## config.mk

```make
export PLATFORM = sky130hd
export DESIGN_NAME = button_click_classifier_top_flat
export DESIGN_NICKNAME = d
export VERILOG_FILES = /design/src/rtl/core/bcc_pkg.sv /design/src/rtl/core/bcc_if.sv /design/src/rtl/core/button_click_classifier_top.sv /design/src/flat_wrapper.sv
export SDC_FILE = /design/constraint.sdc
export NUM_CORES = 1
export LEC_CHECK = 0
export ABC_AREA = 0
export CAP_MARGIN = 10
export CELL_PAD_IN_SITES_DETAIL_PLACEMENT = 0
export CELL_PAD_IN_SITES_GLOBAL_PLACEMENT = 1
export CORE_ASPECT_RATIO = 1.75
export CORE_MARGIN = 2
export CORE_UTILIZATION = 43
export DETAILED_ROUTE_END_ITERATION = 10
export DONT_BUFFER_PORTS = 1
export PLACE_DENSITY_LB_ADDON = 0.12
export SKIP_LAST_GASP = 1
export SLEW_MARGIN = 20
export SYNTH_ARGS = -nofsm -noshare
export SYNTH_HDL_FRONTEND = slang
export SYNTH_SLANG_ARGS = --single-unit
```

## constraint.sdc

```tcl
create_clock -name i_clk -period 3.5 [get_ports i_clk]
set_input_delay 0.525 -clock i_clk [delete_from_list [all_inputs] [get_ports i_clk]]
set_output_delay 0.525 -clock i_clk [all_outputs]
set_load 0.005 [all_outputs]
```

## src/rtl/core/bcc_pkg.sv

```systemverilog
// Shared types and constants for the button click classifier.
`timescale 1ns / 1ps
`default_nettype none

package bcc_pkg;

    // Timer width default and threshold register width
    localparam int TIMER_BITS_DEF = 20;
    localparam int CFG_W          = 20;

    // APB register map: register i at byte address 4*i
    localparam int ADDR_W = 4;
    localparam int DATA_W = 32;

    typedef enum logic [1:0] {
        REG_DEBOUNCE     = 2'd0,
        REG_SINGLE_CLICK = 2'd1,
        REG_LONG_CLICK   = 2'd2,
        REG_UNUSED       = 2'd3
    } t_reg_idx;

    // Threshold defaults, in ticks
    localparam logic [CFG_W-1:0] DEBOUNCE_RESET     = CFG_W'(50 * 1000);
    localparam logic [CFG_W-1:0] SINGLE_CLICK_RESET = CFG_W'(350 * 1000);
    localparam logic [CFG_W-1:0] LONG_CLICK_RESET   = CFG_W'(500 * 1000);

    typedef enum logic [3:0] {
        ST_IDLE         = 4'd0,
        ST_DEBOUNCE     = 4'd1,
        ST_PRESSED      = 4'd2,
        ST_CLICK_UP     = 4'd3,
        ST_CLICK_IDLE   = 4'd4,
        ST_SINGLE       = 4'd5,
        ST_DBL_DEBOUNCE = 4'd6,
        ST_DOUBLE       = 4'd7,
        ST_LONG         = 4'd8,
        ST_OTHER_UP     = 4'd9
    } t_click_state;

endpackage

`default_nettype wire

```

## src/rtl/core/bcc_if.sv

```systemverilog
// Item channels of the button click classifier: level in, events out.
`timescale 1ns / 1ps
`default_nettype none

interface bcc_in_if;
    logic valid;
    logic ready;
    logic pressed;

    modport source (output valid, output pressed, input ready);
    modport sink   (input valid, input pressed, output ready);
endinterface

interface bcc_out_if;
    logic       valid;
    logic       ready;
    logic       click_event;
    logic       single_click_event;
    logic       double_click_event;
    logic       long_click_event;
    logic       release_event;
    logic [3:0] current_state;

    modport source (
        output valid, output click_event, output single_click_event,
        output double_click_event, output long_click_event,
        output release_event, output current_state, input ready
    );
    modport sink (
        input valid, input click_event, input single_click_event,
        input double_click_event, input long_click_event,
        input release_event, input current_state, output ready
    );
endinterface

`default_nettype wire

```

## src/rtl/core/button_click_classifier_top.sv

```systemverilog
// Button click classifier: debounced single, double and long click detection.
`timescale 1ns / 1ps
`default_nettype none

// Each input item is one sampled button level for one timer tick. The block
// runs a ten-state click machine (idle, debounce, pressed, click up, click
// idle, single click, double-click debounce, double click, long click, other
// up) with a saturating TIMER_BITS-wide count of ticks since the last state
// change, and returns exactly one result item per input item: one-shot event
// flags for the state just entered plus the new state code. Throughput is one
// item per clock; the result appears in the cycle after the item is accepted,
// held in an output register so a new item is taken whenever that register is
// empty or being drained in the same cycle. The per-tick path is the state
// and counter registers feeding one add and three threshold compares.
// Thresholds (debounce, single click, long click, in ticks) sit on an APB
// port at byte addresses 0x0, 0x4 and 0x8; write them only while the block
// is idle. A threshold of 0 behaves as 1; elapsed ticks stop at
// 2^TIMER_BITS once the count saturates, so a threshold above that is never
// reached.

module button_click_classifier_top #(
    parameter int TIMER_BITS = bcc_pkg::TIMER_BITS_DEF
) (
    input  wire logic                      i_clk,
    input  wire logic                      i_rst_n,
    // configuration port
    input  wire logic                      psel,
    input  wire logic                      penable,
    input  wire logic                      pwrite,
    input  wire logic [bcc_pkg::ADDR_W-1:0] paddr,
    input  wire logic [bcc_pkg::DATA_W-1:0] pwdata,
    output logic      [bcc_pkg::DATA_W-1:0] prdata,
    output logic                           pready,
    // item channels
    bcc_in_if.sink                         i_in,
    bcc_out_if.source                      o_out
);
    import bcc_pkg::*;

    // Compare width: wide enough for elapsed (count + 1) and the thresholds
    localparam int CMP_W = (TIMER_BITS + 1 > CFG_W) ? TIMER_BITS + 1 : CFG_W;

    // ---------------- configuration registers ----------------
    logic [CFG_W-1:0] r_debounce;
    logic [CFG_W-1:0] r_single;
    logic [CFG_W-1:0] r_long;
    logic             w_cfg_wr;
    t_reg_idx         w_reg_idx;

    assign pready    = 1'b1;
    assign w_cfg_wr  = psel && penable && pwrite;
    assign w_reg_idx = t_reg_idx'(paddr[3:2]);

    always_ff @(posedge i_clk) begin
        if (!i_rst_n) begin
            r_debounce <= DEBOUNCE_RESET;
            r_single   <= SINGLE_CLICK_RESET;
            r_long     <= LONG_CLICK_RESET;
        end else if (w_cfg_wr) begin
            case (w_reg_idx)
                REG_DEBOUNCE:     r_debounce <= pwdata[CFG_W-1:0];
                REG_SINGLE_CLICK: r_single   <= pwdata[CFG_W-1:0];
                REG_LONG_CLICK:   r_long     <= pwdata[CFG_W-1:0];
                default: begin
                    // unmapped address: write dropped
                end
            endcase
        end
    end

    always_comb begin
        case (w_reg_idx)
            REG_DEBOUNCE:     prdata = DATA_W'(r_debounce);
            REG_SINGLE_CLICK: prdata = DATA_W'(r_single);
            REG_LONG_CLICK:   prdata = DATA_W'(r_long);
            default:          prdata = '0;
        endcase
    end

    // ---------------- handshake ----------------
    logic r_out_valid;
    logic w_in_fire;

    // take an item when the result register is free or draining this cycle
    assign i_in.ready = !r_out_valid || o_out.ready;
    assign w_in_fire  = i_in.valid && i_in.ready;

    // ---------------- click machine ----------------
    t_click_state          r_state;
    t_click_state          n_state;
    logic [TIMER_BITS-1:0] r_count;
    logic [TIMER_BITS-1:0] n_count;
    logic [CMP_W-1:0]      w_elapsed;
    logic                  w_deb_met;
    logic                  w_single_met;
    logic                  w_long_met;
    logic                  w_down;
    logic                  w_changed;

    assign w_down       = i_in.pressed;
    assign w_elapsed    = CMP_W'(r_count) + CMP_W'(1);
    assign w_deb_met    = w_elapsed >= CMP_W'(r_debounce);
    assign w_single_met = w_elapsed >= CMP_W'(r_single);
    assign w_long_met   = w_elapsed >= CMP_W'(r_long);

    always_comb begin
        case (r_state)
            ST_IDLE:         n_state = w_down ? ST_DEBOUNCE : ST_IDLE;
            ST_DEBOUNCE:     n_state = !w_down ? ST_IDLE :
                                       (w_deb_met ? ST_PRESSED : ST_DEBOUNCE);
            ST_PRESSED:      n_state = !w_down ? ST_CLICK_UP :
                                       (w_long_met ? ST_LONG : ST_PRESSED);
            ST_CLICK_UP:     n_state = ST_CLICK_IDLE;
            ST_CLICK_IDLE:   n_state = w_down ? ST_DBL_DEBOUNCE :
                                       (w_single_met ? ST_SINGLE : ST_CLICK_IDLE);
            ST_SINGLE:       n_state = ST_IDLE;
            ST_DBL_DEBOUNCE: n_state = !w_down ? ST_CLICK_IDLE :
                                       (w_deb_met ? ST_DOUBLE : ST_DBL_DEBOUNCE);
            ST_DOUBLE:       n_state = w_down ? ST_DOUBLE : ST_OTHER_UP;
            ST_LONG:         n_state = w_down ? ST_LONG : ST_OTHER_UP;
            ST_OTHER_UP:     n_state = ST_IDLE;
            default:         n_state = ST_IDLE;
        endcase
    end

    assign w_changed = n_state != r_state;

    // any state change clears the count; otherwise it saturates at all-ones
    always_comb begin
        if (w_changed) begin
            n_count = '0;
        end else if (r_count != '1) begin
            n_count = r_count + TIMER_BITS'(1);
        end else begin
            n_count = r_count;
        end
    end

    always_ff @(posedge i_clk) begin
        if (!i_rst_n) begin
            r_state <= ST_IDLE;
            r_count <= '0;
        end else if (w_in_fire) begin
            r_state <= n_state;
            r_count <= n_count;
        end
    end

    // ---------------- result register ----------------
    logic       r_click;
    logic       r_single_ev;
    logic       r_double_ev;
    logic       r_long_ev;
    logic       r_release;
    logic [3:0] r_cur_state;

    always_ff @(posedge i_clk) begin
        if (!i_rst_n) begin
            r_out_valid <= 1'b0;
        end else if (w_in_fire) begin
            r_out_valid <= 1'b1;
        end else if (o_out.ready) begin
            r_out_valid <= 1'b0;
        end
    end

    always_ff @(posedge i_clk) begin
        if (w_in_fire) begin
            r_click     <= w_changed && (n_state == ST_PRESSED || n_state == ST_DOUBLE);
            r_single_ev <= w_changed && (n_state == ST_SINGLE);
            r_double_ev <= w_changed && (n_state == ST_DOUBLE);
            r_long_ev   <= w_changed && (n_state == ST_LONG);
            r_release   <= w_changed && (n_state == ST_CLICK_UP ||
                                         n_state == ST_OTHER_UP);
            r_cur_state <= n_state;
        end
    end

    assign o_out.valid              = r_out_valid;
    assign o_out.click_event        = r_click;
    assign o_out.single_click_event = r_single_ev;
    assign o_out.double_click_event = r_double_ev;
    assign o_out.long_click_event   = r_long_ev;
    assign o_out.release_event      = r_release;
    assign o_out.current_state      = r_cur_state;

endmodule

`default_nettype wire

```

## src/flat_wrapper.sv

```systemverilog
// flat-port wrapper written by rule: the top's interface ports become plain ports
module button_click_classifier_top_flat import bcc_pkg::*;
#(
    parameter int TIMER_BITS = bcc_pkg::TIMER_BITS_DEF
)
  (i_clk, i_rst_n, psel, penable, pwrite, paddr, pwdata, prdata, pready, i_in_valid, i_in_pressed, i_in_ready, o_out_valid, o_out_click_event, o_out_single_click_event, o_out_double_click_event, o_out_long_click_event, o_out_release_event, o_out_current_state, o_out_ready);
  bcc_in_if i_in_i ();
  bcc_out_if o_out_i ();
  input  wire logic i_clk;
  input  wire logic i_rst_n;
  input  wire logic psel;
  input  wire logic penable;
  input  wire logic pwrite;
  input  wire logic [bcc_pkg::ADDR_W-1:0] paddr;
  input  wire logic [bcc_pkg::DATA_W-1:0] pwdata;
  output logic      [bcc_pkg::DATA_W-1:0] prdata;
  output logic pready;
  input wire logic [$bits(i_in_i.valid)-1:0] i_in_valid;
  input wire logic [$bits(i_in_i.pressed)-1:0] i_in_pressed;
  output wire logic [$bits(i_in_i.ready)-1:0] i_in_ready;
  output wire logic [$bits(o_out_i.valid)-1:0] o_out_valid;
  output wire logic [$bits(o_out_i.click_event)-1:0] o_out_click_event;
  output wire logic [$bits(o_out_i.single_click_event)-1:0] o_out_single_click_event;
  output wire logic [$bits(o_out_i.double_click_event)-1:0] o_out_double_click_event;
  output wire logic [$bits(o_out_i.long_click_event)-1:0] o_out_long_click_event;
  output wire logic [$bits(o_out_i.release_event)-1:0] o_out_release_event;
  output wire logic [$bits(o_out_i.current_state)-1:0] o_out_current_state;
  input wire logic [$bits(o_out_i.ready)-1:0] o_out_ready;
  assign i_in_i.valid = i_in_valid;
  assign i_in_i.pressed = i_in_pressed;
  assign i_in_ready = i_in_i.ready;
  assign o_out_valid = o_out_i.valid;
  assign o_out_click_event = o_out_i.click_event;
  assign o_out_single_click_event = o_out_i.single_click_event;
  assign o_out_double_click_event = o_out_i.double_click_event;
  assign o_out_long_click_event = o_out_i.long_click_event;
  assign o_out_release_event = o_out_i.release_event;
  assign o_out_current_state = o_out_i.current_state;
  assign o_out_i.ready = o_out_ready;
  button_click_classifier_top #(.TIMER_BITS(TIMER_BITS)) u_core (.i_clk(i_clk), .i_rst_n(i_rst_n), .psel(psel), .penable(penable), .pwrite(pwrite), .paddr(paddr), .pwdata(pwdata), .prdata(prdata), .pready(pready), .i_in(i_in_i), .o_out(o_out_i));
endmodule
```

==> results of run 1 <==
-- report_power, final --
part / leakage (nW) / total [W] / internal [W] / switching (W)
combinational: 2.32 / 0.000237 / 0.0000984 / 0.000138
sequential: 0.781 / 0.00113 / 0.00111 / 0.0000228
clock: 0.134 / 0.000976 / 0.000524 / 0.000452
total: 3.23 / 0.00234 / 0.00173 / 0.000613
-- logic make-up after synthesis --
kind of cell / count (synthesis) / synth area share (%)
and+or+nand+nor: 285 / 20.8
AOI/OAI and AO/OA: 186 / 20.1
buffers and inverters: 124 / 8.75
DFF: 94 / 32.1
adders and majority gates: 61 / 12.4
muxes: 20 / 3.25
xor gates and xnor gates: 18 / 2.56
other: 2 / 0.122
-- layer usage --
layer,up-vias,global-route usage [%]
li1,2835,-
met1,2747,27.8
met2,125,48.7
met3,35,3.43
met4,0,9.55
met5,-,0
-- through the flow --
| step | std cells | hold slack [ns] |
|---|---|---|
| floorplan | 801 | 0.449 |
| global placement | 1004 | 0.457 |
| detailed placement | 1004 | 0.463 |
| CTS | 1026 | 0.270 |
| global route | 1030 | 0.285 |
| finish | 1030 | 0.275 |
-- path summary, 6_finish.rpt --
path              cells past startpoint                    to                 start  slack, ns
setup reg to reg                     21     u_core.r_count[1]     u_core.r_count[1]      -0.39
hold / removal                        1    u_core.r_single[4]               i_rst_n       0.28
hold reg to reg                       2  u_core.r_debounce[5]  u_core.r_debounce[5]       0.47
setup / recovery                     21     u_core.r_count[1]     u_core.r_count[1]      -0.39
-- sequential cells by signal, summed over array words and instances, names as in the netlist --
name	flops
u_core.o_out.click_event	1
u_core.o_out.current_state	4
u_core.o_out.double_click_event	1
u_core.o_out.long_click_event	1
u_core.o_out.release_event	1
u_core.o_out.single_click_event	1
u_core.o_out.valid	1
u_core.r_count	20
u_core.r_debounce	20
u_core.r_long	20
u_core.r_single	20
u_core.r_state	4
-- synthesized netlist by cell type, types with 7 or more instances --
cell type,n,area share [%]
a21oi_1,61,5.0
nand4_1,11,1.1
dfxtp_1,85,28
clkbuf_1,35,2.1
mux2i_1,20,3.3
and3_1,10,1.0
a21o_1,11,1.3
o22ai_1,12,1.2
nor2b_1,9,0.92
nor3_1,12,0.98
edfxtp_1,9,4.4
o211ai_1,24,2.9
buf_4,14,1.7
inv_1,67,4.1
xnor2_1,12,1.7
o21ai_0,27,2.2
nand2_1,164,10
ha_1,61,12
o31ai_1,7,0.85
nor2_1,34,2.1
nand3_1,20,1.6
-- critical path: stages, from the launching register on --
cell and delay, ns:
dfxtp_4 0.37, and3_4 0.18, and3_4 0.20, nand3_4 0.08, nor2_4 0.09, and2_4 0.16
buf_4 0.11, buf_4 0.12, nand3_4 0.10, xnor2_4 0.20, ha_4 0.23, and3_4 0.17
a221o_1 0.35, a211oi_4 0.25, nand2_2 0.15, o21ai_2 0.21, buf_4 0.14, a32o_1 0.17
buf_6 0.15, a21oi_4 0.06, buf_12 0.17, o22ai_1 0.13
-- cells in the final DEF, fill, tap and decap left out, types with 16 or more instances in the layout --
| cell type | instances |
|---|---|
| dfxtp_1 | 82 |
| nand2_1 | 163 |
| inv_1 | 67 |
| o21ai_0 | 25 |
| ha_1 | 55 |
| mux2i_1 | 20 |
| buf_4 | 87 |
| nor2_1 | 29 |
| nand3_1 | 16 |
| o211ai_1 | 24 |
| a21oi_1 | 57 |
-- cell type report --
| type | count | area [µm²] | area share, % |
|---|---|---|---|
| Multi-Input combinational cell | 583 | 4110 | 54.2 |
| Clock inverter | 5 | 32.5 | 0.429 |
| Timing Repair Buffer | 93 | 729 | 9.63 |
| Sequential cell | 94 | 1980 | 26.1 |
| Clock buffer | 11 | 254 | 3.35 |
| Tap cell | 177 | 221 | 2.92 |
| Inverter | 67 | 251 | 3.32 |
-- what timing repair did --
item                       4_1_cts  5_1_grt
setup endpoints to repair       27       27
setup buffers                    6        4
gates resized for setup         33       22
pin swaps                       13       23
==> out/metrics.cfg, run 1 <==
[outcome]
status = complete, but fails checks
violations = negative setup slack

[clock_tree]
cts-htree-levels = 3
cts_buffers = 9
clkTransAtPathRegs_ns = 0.07
cts_tree = done
clockRootBuffer = clkbuf_16
clock_latency_ns = 0.35
clock_sinks = 94
postCtsHoldBufs = 0
clockBufferDepth = 2

[yosys]
syn_inst = 790
ys_ff_latch = 94
syn_area_per_cell_um2 = 7.79
synth_edf_count = 9
syn_area_mm2 = 0.00615
synth_warnings = 0
async_flop_share_pct = 0
synth_ff_type = dfxtp_1
seq_area_frac_synth_pct = 32.1
ys_types = 65

[floorplan]
die_area_mm2 = 0.0153
die_y_um = 162
core_mm2 = 0.0139
ios = 88
num_rows = 57
fp.dieW_um = 94.4
start_util_pct = 44.2

[worst_setup_path]
critical_path_required_ns = 3.76
end_kind = flip-flop
arrival_ns = 4.15
crit_path_max_fanout = 10
criticalPathCategory = flip-flop to flip-flop
cp-start-kind = flip-flop

[route]
drtAntennaViolNets = 0
wl_met3_um = 684
drc_errors = 0
routed_wl_mm = 19.4
met1_length_mm = 7.37
drt_iter0_markers = 206
wl_met2_mm = 10.8
vias = 5742
avgViaCountPerCell = 5.57
wire_per_inst_um = 18.8
firstDrtPassIters = 4
highest_layer = met4

[placed_design]
routabilityCongestion = 0.878
dpl_cell_area_mm2 = 0.00688
port_buffers = 0
dp_hpwl_mm = 14.3
pre_cts_ws_ns = -0.520

[finish]
stdcell_area_mm2 = 0.00758
post-route-util_pct = 54.5
antenna_cells = 0
drive_above_1_share_pct = 19.8
fin_nets = 953
nFillCells = 1340
area_growth_syn_to_layout_pct = 23.2

[sta]
setup_ws_ns = -0.392
hold_viol_final = 0
max_freq_ghz = 0.257
period_minus_slack_ns = 3.89
finalCritPeriodShare_pct = 111
setup_tns_ns = -7.78
setup_violations = 26
worst_pin_slew_ns = 0.769
rsz0062_at_grt = true
skew_ns = 0.0101
drv_slew = 0
maxSlewHeadroom_pct = 48.6

[pwr]
irDropWorstVdd_mv = 0.233
p_leak_nw = 3.23
design_power_total_w = 0.00234
power_density_mw_per_mm2 = 309

[min_path]
hold_class = input port to flip-flop

[global_routing]
grt_pass1_wl_mm = 30.0
grt_use_total_pct = 25.5
grt_pass1_vias = 5810
antenna_found_initial = 0
grt-ovfl-total = 0
grt_max_degree = 56

[job]
cap_violations = 0

Power figures use the tool's default switching activity.
==> run 2: changes to the inputs <==
--- a/config.mk
+++ b/config.mk
@@ -10,8 +10,7 @@
 export CELL_PAD_IN_SITES_DETAIL_PLACEMENT = 0
 export CELL_PAD_IN_SITES_GLOBAL_PLACEMENT = 1
 export CORE_ASPECT_RATIO = 1.75
-export CORE_MARGIN = 2
-export CORE_UTILIZATION = 43
+export CORE_UTILIZATION = 47
 export DETAILED_ROUTE_END_ITERATION = 10
 export DONT_BUFFER_PORTS = 1
 export PLACE_DENSITY_LB_ADDON = 0.12
==> constraint.sdc (replaced) <==
create_clock -name i_clk -period 4.04 [get_ports i_clk]
set_input_delay 0.606 -clock i_clk [delete_from_list [all_inputs] [get_ports i_clk]]
set_output_delay 0.606 -clock i_clk [all_outputs]
set_load 0.005 [all_outputs]
==> run 2 against run 1 <==
  * The flow now finishes without violations
  * Fmax down 1.6%
  * Critical endpoint is now u_core.r_count[0]
  * Critical path type unchanged
  * Hold slack better by 0.084 ns
  * Utilization up 3.2 points
  * Highest routed layer unchanged
  * Register-to-register slack better by 0.48 ns
  * Flip-flop and latch count unchanged
  * Global-route usage up 1.6 points
  * Non-clock buffer count down 17
  * Design area down 2.0%
==> out/metrics.cfg, run 2 (synthesized netlist as in run 1, its figures left out) <==
[clock_tree]
clock_latency_ns = 0.35
cts-htree-levels = 3
cts_buffers = 9
clkTransAtPathRegs_ns = 0.07
postCtsHoldBufs = 0
cts_tree = done
clock_sinks = 94
clockRootBuffer = clkbuf_16
clockBufferDepth = 2

[worst_setup_path]
critical_path_required_ns = 4.30
arrival_ns = 4.22
crit_path_max_fanout = 5
r2r_start = u_core.r_count[2]
end_kind = flip-flop
r2r_cells = 18
timing.rr.end = u_core.r_count[0]
cp-start-kind = flip-flop
r2r_slack_ns = 0.08
criticalPathCategory = flip-flop to flip-flop

[route]
routed_wl_mm = 18.5
firstDrtPassIters = 7
drc_errors = 0
drt_iter0_markers = 295
wire_per_inst_um = 18.4
avgViaCountPerCell = 5.67
drtAntennaViolNets = 0
vias = 5713

[finish]
antenna_cells = 0
final_common_cell = nand2_1
mostFrequentLayoutCells = nand2_1, dfxtp_1, buf_4
stdcell_count = 1007
fin_nets = 936
area_growth_syn_to_layout_pct = 20.7
drive_above_1_share_pct = 18.8
stdcell_area_mm2 = 0.00742

[global_routing]
antenna_found_initial = 0
grt_pass1_wl_mm = 27.8
grt_use_total_pct = 27.1
grt_pass1_vias = 5577
grt_max_degree = 56
grt-ovfl-total = 0

[pwr]
power_density_mw_per_mm2 = 281
irDropWorstVdd_mv = 0.215
p_leak_nw = 3.16

[placed_design]
routabilityCongestion = 0.875
post-place-cells = 980
port_buffers = 0
dp_hpwl_mm = 13.4
dpl_cell_area_mm2 = 0.00663

[sta]
drv_slew = 0
period_minus_slack_ns = 3.96
rsz0062_at_grt = true
maxSlewHeadroom_pct = 40.0
skew_ns = 0.00973
setup_violations = 0
finalCritPeriodShare_pct = 97.9
worst_pin_slew_ns = 0.899
max_freq_ghz = 0.253
hold_viol_final = 0

[floorplan]
start_util_pct = 47.8
fp.dieW_um = 88.5
die_y_um = 153
num_rows = 55
core_mm2 = 0.0129
die_area_mm2 = 0.0136
ios = 88

[min_path]
holdPathStages = 1
hold_class = input port to flip-flop
min-delay-start = i_rst_n
whs_endpoint = u_core.r_debounce[6]

[job]
cap_violations = 0

[outcome]
status = finished, final reports clean

run 2: changes by cell type in the layout (fill, tap and decap cells not counted), moves of 3 or more:
cell | previous run | this run
buf_4 | 87 | 71
o22ai_2 | 0 | 9
o22ai_1 | 11 | 3
a21oi_1 | 57 | 60
a21oi_2 | 4 | 1
buf_6 | 5 | 2
inv_6 | 0 | 3
run 2: area by class of cell:
class	count	area, µm²
clock buffer	10	229
clock inverter	6	75.1
fill	1238	5440
inverter	67	251
multi-input combinational	583	4060
sequential	94	1980
tap	171	214
timing repair buffer	76	616
run 2: power by group:
part / total [W] / internal [W] / leakage (nW) / switching, W
Sequential: 0.000979 / 0.000961 / 0.780 / 0.0000180
Clock: 0.000888 / 0.000492 / 0.146 / 0.000397
Combinational: 0.000218 / 0.0000893 / 2.24 / 0.000129
Total: 0.00209 / 0.00154 / 3.16 / 0.000543
run 2: through the flow:
step	setup TNS (ns)	worst slack, ns	total power (W)	hold slack, ns	utilization, %
floorplan	0	0.182	0.00115	0.449	-
CTS	0	0.000892	0.00207	0.355	54.2
global route	-1.78	-0.123	0.00216	0.350	57.7
finish	0	0.0835	0.00209	0.360	57.7
detailed placement	-3.97	-0.248	0.00119	0.465	51.5
global placement	-2.29	-0.151	0.00119	0.460	51.5
run 2: how the worst max path moves through the flow:
| stage | startpoint | end | slack [ns] | cells past startpoint |
|---|---|---|---|---|
| after floorplan | u_core.r_count[0] | u_core.r_count[11] | 0.18 | 17 |
| after global placement | u_core.r_count[0] | u_core.r_count[11] | -0.15 | 19 |
| after detailed placement | u_core.r_count[0] | u_core.r_count[11] | -0.25 | 19 |
| after CTS | u_core.r_count[1] | u_core.r_count[14] | 0.0009 | 21 |
| after global routing | u_core.r_count[2] | u_core.r_count[5] | -0.12 | 18 |
| final | u_core.r_count[2] | u_core.r_count[0] | 0.08 | 18 |
run 2: metal layers:
| layer | global-route usage, % | share of wire [%] | vias up |
|---|---|---|---|
| li1 | - | - | 2799 |
| met2 | 49.0 | 52 | 162 |
| met3 | 4.16 | 4.5 | 42 |
| met5 | 0 | 0 | - |
| met1 | 30.7 | 39 | 2710 |
| met4 | 10.9 | 4.1 | 0 |
run 2: worst max-delay path: stages (launching register included):
cell	delay, ns
dfxtp_2	0.36
and3_4	0.20
and3_4	0.20
nand3_4	0.10
nor2_4	0.12
and2_4	0.16
nand4_1	0.14
xnor2_2	0.18
buf_4	0.15
ha_1	0.30
o21ai_0	0.43
a221oi_4	0.13
nor4_2	0.29
o21ai_2	0.13
o21ai_2	0.24
a32o_2	0.31
nand2_4	0.11
clkbuf_16	0.18
o22ai_2	0.13
run 2: timing repair:
item | 4_1_cts | 5_1_grt
setup endpoints to repair | 22 | 24
gates resized for setup | 11 | 58
setup buffers | 1 | 9
cloned | 0 | 1
pin swaps | 5 | 31
